[src/sv/srtc_pkg.sv]
// Package with constants and pipeline payload types for the rate calculator.
package srtc_pkg;

    localparam logic [15:0] RATE_MIN        = 16'd4000;
    localparam logic [15:0] RATE_MAX        = 16'd44100;
    localparam logic [15:0] RATE_STEREO_MAX = 16'd22050;
    localparam logic [15:0] HS_THRESHOLD    = 16'd22050;
    localparam logic [27:0] HS_NUMERATOR    = 28'd256000000;
    localparam logic [27:0] LS_NUMERATOR    = 28'd1000000;
    localparam logic [16:0] HS_FULL_SCALE   = 17'd65536;
    localparam logic [20:0] RATE_NUMERATOR2 = 21'd2000000;

    localparam int Q1_BITS = 14;
    localparam int Q2_BITS = 16;

    typedef struct packed {
        logic [15:0]        divisor;
        logic [15:0]        rem;
        logic [Q1_BITS-1:0] qbits;
        logic               hs;
        logic               clamped;
        logic               stereo;
    } div1_t;

    typedef struct packed {
        logic [8:0]         divisor;
        logic [8:0]         rem;
        logic [Q2_BITS-1:0] qbits;
        logic [7:0]         tc;
        logic               hs;
        logic               clamped;
        logic               stereo;
    } div2_t;

endpackage

[src/sv/srtc_front.sv]
// Input stage that clamps the requested rate and sets up the first division.
module srtc_front (
    input  logic                 clk,
    input  logic                 rst_n,
    input  logic                 stereo,
    input  logic                 valid_in,
    input  logic [19:0]          rate_in,
    output logic                 ready_out,
    output logic                 valid_out,
    output srtc_pkg::div1_t      data_out,
    input  logic                 ready_in
);
    import srtc_pkg::*;

    logic        valid_reg;
    div1_t       data_reg;
    div1_t       data_next;
    logic [15:0] r_clamp;
    logic [15:0] r_conv;
    logic        clamp_flag;
    logic        hs;
    logic [27:0] dividend;

    always_comb
    begin
        clamp_flag = 1'b0;
        if (rate_in < {4'd0, RATE_MIN})
        begin
            r_clamp    = RATE_MIN;
            clamp_flag = 1'b1;
        end
        else if (rate_in > {4'd0, RATE_MAX})
        begin
            r_clamp    = RATE_MAX;
            clamp_flag = 1'b1;
        end
        else
        begin
            r_clamp = rate_in[15:0];
        end
        if (stereo && (r_clamp > RATE_STEREO_MAX))
        begin
            r_clamp    = RATE_STEREO_MAX;
            clamp_flag = 1'b1;
        end
        r_conv = stereo ? {r_clamp[14:0], 1'b0} : r_clamp;
        hs = (r_conv > HS_THRESHOLD);
        dividend = (hs ? HS_NUMERATOR : LS_NUMERATOR) + {13'd0, r_conv[15:1]};
        data_next.divisor = r_conv;
        data_next.rem     = {2'd0, dividend[27:Q1_BITS]};
        data_next.qbits   = dividend[Q1_BITS-1:0];
        data_next.hs      = hs;
        data_next.clamped = clamp_flag;
        data_next.stereo  = stereo;
    end

    assign ready_out = !valid_reg || ready_in;

    always_ff @(posedge clk or negedge rst_n)
    begin
        if (!rst_n)
        begin
            valid_reg <= 1'b0;
        end
        else if (ready_out)
        begin
            valid_reg <= valid_in;
        end
    end

    always_ff @(posedge clk)
    begin
        if (ready_out && valid_in)
        begin
            data_reg <= data_next;
        end
    end

    assign valid_out = valid_reg;
    assign data_out  = data_reg;

endmodule

[src/sv/srtc_div1_cell.sv]
// One restoring division step of the first quotient chain.
module srtc_div1_cell (
    input  logic                 clk,
    input  logic                 rst_n,
    input  logic                 valid_in,
    input  srtc_pkg::div1_t      data_in,
    output logic                 ready_out,
    output logic                 valid_out,
    output srtc_pkg::div1_t      data_out,
    input  logic                 ready_in
);
    import srtc_pkg::*;

    logic        valid_reg;
    div1_t       data_reg;
    div1_t       data_next;
    logic [16:0] trial;
    logic [16:0] diff;
    logic        qbit;

    always_comb
    begin
        trial = {data_in.rem, data_in.qbits[Q1_BITS-1]};
        diff  = trial - {1'b0, data_in.divisor};
        qbit  = (trial >= {1'b0, data_in.divisor});
        data_next       = data_in;
        data_next.rem   = qbit ? diff[15:0] : trial[15:0];
        data_next.qbits = {data_in.qbits[Q1_BITS-2:0], qbit};
    end

    assign ready_out = !valid_reg || ready_in;

    always_ff @(posedge clk or negedge rst_n)
    begin
        if (!rst_n)
        begin
            valid_reg <= 1'b0;
        end
        else if (ready_out)
        begin
            valid_reg <= valid_in;
        end
    end

    always_ff @(posedge clk)
    begin
        if (ready_out && valid_in)
        begin
            data_reg <= data_next;
        end
    end

    assign valid_out = valid_reg;
    assign data_out  = data_reg;

endmodule

[src/sv/srtc_mid.sv]
// Stage that forms the time constant and sets up the achieved-rate division.
module srtc_mid (
    input  logic                 clk,
    input  logic                 rst_n,
    input  logic                 valid_in,
    input  srtc_pkg::div1_t      data_in,
    output logic                 ready_out,
    output logic                 valid_out,
    output srtc_pkg::div2_t      data_out,
    input  logic                 ready_in
);
    import srtc_pkg::*;

    logic        valid_reg;
    div2_t       data_reg;
    div2_t       data_next;
    logic [16:0] hs_span;
    logic [7:0]  tc;
    logic [7:0]  dd;
    logic [8:0]  dd_full;
    logic [20:0] dividend;

    always_comb
    begin
        hs_span = HS_FULL_SCALE - {3'd0, data_in.qbits};
        tc      = data_in.hs ? hs_span[15:8] : (8'd0 - data_in.qbits[7:0]);
        dd_full = 9'd256 - {1'b0, tc};
        dd      = dd_full[7:0];
        // The low-speed path rounds with a truncated half divisor.
        dividend = RATE_NUMERATOR2 + {13'd0, dd} - {20'd0, (!data_in.hs && dd[0])};
        data_next.divisor = {dd, 1'b0};
        data_next.rem     = {4'd0, dividend[20:Q2_BITS]};
        data_next.qbits   = dividend[Q2_BITS-1:0];
        data_next.tc      = tc;
        data_next.hs      = data_in.hs;
        data_next.clamped = data_in.clamped;
        data_next.stereo  = data_in.stereo;
    end

    assign ready_out = !valid_reg || ready_in;

    always_ff @(posedge clk or negedge rst_n)
    begin
        if (!rst_n)
        begin
            valid_reg <= 1'b0;
        end
        else if (ready_out)
        begin
            valid_reg <= valid_in;
        end
    end

    always_ff @(posedge clk)
    begin
        if (ready_out && valid_in)
        begin
            data_reg <= data_next;
        end
    end

    assign valid_out = valid_reg;
    assign data_out  = data_reg;

endmodule

[src/sv/srtc_div2_cell.sv]
// One restoring division step of the achieved-rate quotient chain.
module srtc_div2_cell (
    input  logic                 clk,
    input  logic                 rst_n,
    input  logic                 valid_in,
    input  srtc_pkg::div2_t      data_in,
    output logic                 ready_out,
    output logic                 valid_out,
    output srtc_pkg::div2_t      data_out,
    input  logic                 ready_in
);
    import srtc_pkg::*;

    logic       valid_reg;
    div2_t      data_reg;
    div2_t      data_next;
    logic [9:0] trial;
    logic [9:0] diff;
    logic       qbit;

    always_comb
    begin
        trial = {data_in.rem, data_in.qbits[Q2_BITS-1]};
        diff  = trial - {1'b0, data_in.divisor};
        qbit  = (trial >= {1'b0, data_in.divisor});
        data_next       = data_in;
        data_next.rem   = qbit ? diff[8:0] : trial[8:0];
        data_next.qbits = {data_in.qbits[Q2_BITS-2:0], qbit};
    end

    assign ready_out = !valid_reg || ready_in;

    always_ff @(posedge clk or negedge rst_n)
    begin
        if (!rst_n)
        begin
            valid_reg <= 1'b0;
        end
        else if (ready_out)
        begin
            valid_reg <= valid_in;
        end
    end

    always_ff @(posedge clk)
    begin
        if (ready_out && valid_in)
        begin
            data_reg <= data_next;
        end
    end

    assign valid_out = valid_reg;
    assign data_out  = data_reg;

endmodule

[src/sv/sample_rate_time_constant.sv]
// Top level of the sample-rate to time-constant calculator.
//
// A request enters on in_valid/in_ready with requested_rate and leaves on
// out_valid/out_ready with time_constant, high_speed, actual_rate and
// rate_clamped. Each transfer on the input gives exactly one output transfer.
// The stereo_mode register is written through cfg_we/cfg_wdata and is sampled
// with each request as it enters.
// The pipeline has one clamp stage, 14 division cells for the time constant,
// one setup stage and 16 division cells for the achieved rate. Throughput is
// one request per cycle while out_ready is high; each cell handles one item.
// Each cell has its own valid bit and ready, so bubbles close up while the
// receiver stalls and the chain keeps taking requests until all 32 cells hold
// one. Reset empties every cell and clears stereo_mode to mono.
module sample_rate_time_constant (
    input  logic        clk,
    input  logic        rst_n,
    input  logic        cfg_we,
    input  logic        cfg_wdata,
    input  logic        in_valid,
    output logic        in_ready,
    input  logic [19:0] requested_rate,
    output logic        out_valid,
    input  logic        out_ready,
    output logic [7:0]  time_constant,
    output logic        high_speed,
    output logic [15:0] actual_rate,
    output logic        rate_clamped
);
    import srtc_pkg::*;

    logic  stereo_mode_reg;

    logic  v1    [0:Q1_BITS];
    logic  rdy1  [0:Q1_BITS];
    div1_t d1    [0:Q1_BITS];
    logic  v2    [0:Q2_BITS];
    logic  rdy2  [0:Q2_BITS];
    div2_t d2    [0:Q2_BITS];
    logic  mid_ready;

    always_ff @(posedge clk or negedge rst_n)
    begin
        if (!rst_n)
        begin
            stereo_mode_reg <= 1'b0;
        end
        else if (cfg_we)
        begin
            stereo_mode_reg <= cfg_wdata;
        end
    end

    srtc_front u_front (
        .clk       (clk),
        .rst_n     (rst_n),
        .stereo    (stereo_mode_reg),
        .valid_in  (in_valid),
        .rate_in   (requested_rate),
        .ready_out (in_ready),
        .valid_out (v1[0]),
        .data_out  (d1[0]),
        .ready_in  (rdy1[0])
    );

    for (genvar i = 0; i < Q1_BITS; i++)
    begin : g_div1
        srtc_div1_cell u_cell (
            .clk       (clk),
            .rst_n     (rst_n),
            .valid_in  (v1[i]),
            .data_in   (d1[i]),
            .ready_out (rdy1[i]),
            .valid_out (v1[i+1]),
            .data_out  (d1[i+1]),
            .ready_in  (rdy1[i+1])
        );
    end

    assign rdy1[Q1_BITS] = mid_ready;

    srtc_mid u_mid (
        .clk       (clk),
        .rst_n     (rst_n),
        .valid_in  (v1[Q1_BITS]),
        .data_in   (d1[Q1_BITS]),
        .ready_out (mid_ready),
        .valid_out (v2[0]),
        .data_out  (d2[0]),
        .ready_in  (rdy2[0])
    );

    for (genvar j = 0; j < Q2_BITS; j++)
    begin : g_div2
        srtc_div2_cell u_cell (
            .clk       (clk),
            .rst_n     (rst_n),
            .valid_in  (v2[j]),
            .data_in   (d2[j]),
            .ready_out (rdy2[j]),
            .valid_out (v2[j+1]),
            .data_out  (d2[j+1]),
            .ready_in  (rdy2[j+1])
        );
    end

    assign rdy2[Q2_BITS] = out_ready;

    assign out_valid     = v2[Q2_BITS];
    assign time_constant = d2[Q2_BITS].tc;
    assign high_speed    = d2[Q2_BITS].hs;
    assign rate_clamped  = d2[Q2_BITS].clamped;
    assign actual_rate   = d2[Q2_BITS].stereo ? {1'b0, d2[Q2_BITS].qbits[Q2_BITS-1:1]}
                                              : d2[Q2_BITS].qbits;

endmodule
[config.mk]
export PLATFORM = sky130hd
export DESIGN_NAME = sample_rate_time_constant
export DESIGN_NICKNAME = d
export VERILOG_FILES = /design/src/sv/srtc_pkg.sv /design/src/sv/srtc_front.sv /design/src/sv/srtc_div1_cell.sv /design/src/sv/srtc_mid.sv /design/src/sv/srtc_div2_cell.sv /design/src/sv/sample_rate_time_constant.sv
export SDC_FILE = /design/constraint.sdc
export NUM_CORES = 2
export LEC_CHECK = 0
export ABC_AREA = 0
export BUFFER_PORTS_ARGS = -buffer_cell sky130_fd_sc_hd__buf_2
export CORE_MARGIN = 3
export CORE_UTILIZATION = 55
export CTS_BUF_LIST = sky130_fd_sc_hd__clkbuf_4 sky130_fd_sc_hd__clkbuf_8
export DETAILED_ROUTE_END_ITERATION = 10
export HOLD_SLACK_MARGIN = 0.06
export PLACE_DENSITY = 0.71
export SYNTH_ARGS = -nofsm -noshare
export SYNTH_HDL_FRONTEND = slang
export SYNTH_SLANG_ARGS = --single-unit
[constraint.sdc]
create_clock -name clk -period 6.4 [get_ports clk]
set_clock_uncertainty 0.05 [all_clocks]
set_input_delay 1.92 -clock clk [delete_from_list [all_inputs] [get_ports clk]]
set_output_delay 1.92 -clock clk [all_outputs]
set_load 0.03 [all_outputs]
==> impl_metrics.ini <==
[status]
status = complete, no violations

[power]
switching_share_pct = 30.8
ir_worst_vdd_mv = 0.217
p_int_w = 0.0194
p_leak_nw = 25.8
power.share.combinational_pct = 29.1
clock_power_share_pct = 25.3
p_sw_w = 0.00862
seq_power_share_pct = 45.6
p_per_area_mw_per_mm2 = 421

[die]
die_area_mm2 = 0.113
dieHeight_um = 337
top_level_ports = 54
rows = 120
die_w_um = 337
coreArea_mm2 = 0.108
initial_core_util_pct = 55.9

[cts]
cts_tree = yes
cts.sinks = 1332
cts_buffers = 205
htree_levels = 4
clkLatencyLatePin_ns = 0.86
clk_path_buf_depth = 3
holdBufCountCts = 0
cts_root_buf = clkbuf_8
clk_transition_reported_paths_ns = 0.06

[placement]
dp.final_hpwl_um = 78400
place_worst_setup_slack_ns = 0.0626
gp_congestion = 0.882
portBuffers = 53

[synth]
syn_area_mm2 = 0.0602
synth_top_area_share_pct = 64.8
syn_area_per_cell_um2 = 13.7
yosysMostFrequentCell = edfxtp_1
synth_common_cells = 1299 x edfxtp_1, 449 x inv_1, 343 x ha_1
yosysTopAreaCell = edfxtp_1
postSynth.asyncResetShare_pct = 2.48
synth.area.top_cells = edfxtp_1 65%, ha_1 7.1%, inv_1 2.8%
synth_cell_types = 80
yosys_register_bits = 1332
ys_warn_count = 0
synth_edf_count = 1299
netlist_instances = 4397
synth_flop_cell = edfxtp_1
ys_seq_area_share_pct = 66.1

[setup_path]
crit_start = out_ready
critPathLaunchType = primary input
cp_slowest_stage_delay_ns = 0.37
rr_startpoint = stereo_mode_reg
required_ns = 4.43
arrival_ns = 4.21
crit_buf_inv = 2
path_cells = buf_2, nand4b_1, nor3_2, nand2_1, nor3_2, and3_1, and4_1, nand4_1, buf_2
critPathKind = in -> out
cp_slowest_cell = nand4b_1
end_kind = output port
worstPathMaxFanout = 5
crit_family = simple AND/OR/NAND/NOR gates

[global_route]
track_usage_pct = 19.0
grt_first_pass_wirelength_um = 171000
grt_pass1_vias = 33700
grt_max_degree = 49
grt.overflow.total = 0
antenna_found_initial = 3

[routing]
wirelength_um = 106000
routed-via-count = 33500
vias_per_cell = 5.41
wl_per_cell_um = 17.1
firstDrtPassIters = 5
drc_errors = 0
final_antenna_net_count = 0
drt_iter0_markers = 2297

[timing]
worst_pin_slew_ns = 1.19
slew_headroom_pct = 20.9
rsz0062_at_grt = no
slew_violations = 0
setup_violations = 0
timing.final.ws_setup_ns = 0.221
max_freq_ghz = 0.162
finalHoldViolations = 0
final.setup.tns_ns = 0
fin_crit_ns = 6.18
period_share_pct = 96.6

[min_path]
hp-class = reg -> reg
hold_path_startpoint = g_div1[1].u_cell.data_out[2]

[layout]
largest_reg_flops = 650
fin_nets = 5022
area_growth_syn_to_layout_pct = 10.5
fin_util_pct = 61.7
drive_gt1_share_pct = 12.2
fillers = 8040

[flow_run]
cap_violations = 0
## routing by layer
layer / global-route usage, % / part of all wire, %
met4: 7.07 / 2.9
met5: 0 / 0
met2: 33.9 / 51
met3: 3.22 / 4.0
met1: 23.1 / 42
## layout make-up
| cell class | instances | area (um^2) | share of cell area, % |
|---|---|---|---|
| diodes | 2 | 5.00 | 0.00752 |
| repair buffers | 87 | 520 | 0.782 |
| multi-input cells | 2551 | 18600 | 27.9 |
| flip-flops and latches | 1332 | 39800 | 59.8 |
| clock inverters | 116 | 955 | 1.43 |
| clock buffers | 257 | 3240 | 4.86 |
| inverters | 449 | 1690 | 2.53 |
| well taps | 1403 | 1760 | 2.64 |
## stage by stage
step	power, W	hold slack (ns)	instances	cell area [um^2]
after floorplan	0.0191	0.350	4398	60200
after global placement	0.0209	0.350	5822	62400
after detailed placement	0.0211	0.355	5822	62400
after CTS	0.0283	0.337	6195	66500
after global routing	0.0298	0.350	6197	66600
final	0.0280	0.344	6197	66600
## power by group through the flow
stage / Combinational [W] / Sequential [W] / Clock [W]
floorplan: 0.00658 / 0.0126 / 0
global placement: 0.00794 / 0.0129 / 0
detailed placement: 0.00811 / 0.0130 / 0
CTS: 0.00818 / 0.0128 / 0.00728
global route: 0.00921 / 0.0129 / 0.00768
finish: 0.00816 / 0.0128 / 0.00708
## cell families after synthesis
kind of cell	synth area share, %
other	0.0125
multiplexers	1.91
AND/OR/NAND/NOR	8.44
flip-flops	66.1
adder cells (fa/ha/maj)	8.02
AO/OA/AOI/OAI	8.61
XOR/XNOR	3.53
buffers and inverters	3.32
## worst paths after layout
| path | cells after the start | end | slack (ns) |
|---|---|---|---|
| worst min register to register | 0 | g_div1[2].u_cell.data_out[2] | 0.34 |
| worst max register to register | 12 | u_front.data_out[15] | 2.20 |
| worst max-delay path | 9 | in_ready | 0.22 |
| max in group asynchronous | 1 | stereo_mode_reg | 4.46 |
| min in group asynchronous | 1 | g_div2[14].u_cell.valid_out | 1.17 |
| worst min-delay path | 0 | g_div1[2].u_cell.data_out[2] | 0.34 |
## cells in the final DEF, fill, tap and decap left out, drive strengths merged, types with 12 or more instances in the layout
| cell | synthesis | layout |
|---|---|---|
| nor3 | 70 | 70 |
| nor2 | 328 | 328 |
| nand4 | 83 | 83 |
| mux2 | 96 | 96 |
| xor2 | 83 | 83 |
| o31ai | 32 | 32 |
| a211oi | 40 | 40 |
| or3 | 15 | 15 |
| a21oi | 299 | 299 |
| a21o | 81 | 81 |
| nand2b | 78 | 78 |
| o21a | 49 | 49 |
| o41a | 17 | 17 |
| nor2b | 96 | 96 |
| and2 | 34 | 34 |
| edfxtp | 1299 | 1299 |
| bufinv | 0 | 12 |
| nand3 | 51 | 51 |
| nand3b | 20 | 20 |
| ha | 343 | 343 |
| dfrtp | 33 | 33 |
| o21bai | 27 | 27 |
| xnor2 | 160 | 160 |
| buf | 14 | 87 |
| fa | 27 | 27 |
| and3 | 13 | 13 |
| inv | 449 | 460 |
| clkinv | 0 | 88 |
| o21ai | 174 | 174 |
| o311ai | 12 | 12 |
| a21boi | 16 | 16 |
| nand2 | 162 | 162 |
| a31oi | 21 | 21 |
| clkbuf | 52 | 257 |
| nor4 | 16 | 16 |
## repair_timing
action                                 4_1_cts  5_1_grt
setup buffers                                0        0
setup endpoints to repair                    0        1
endpoints found under the hold margin        0        0
gates resized for setup                      0        2
No activity file was read; power rests on OpenSTA's default activity.
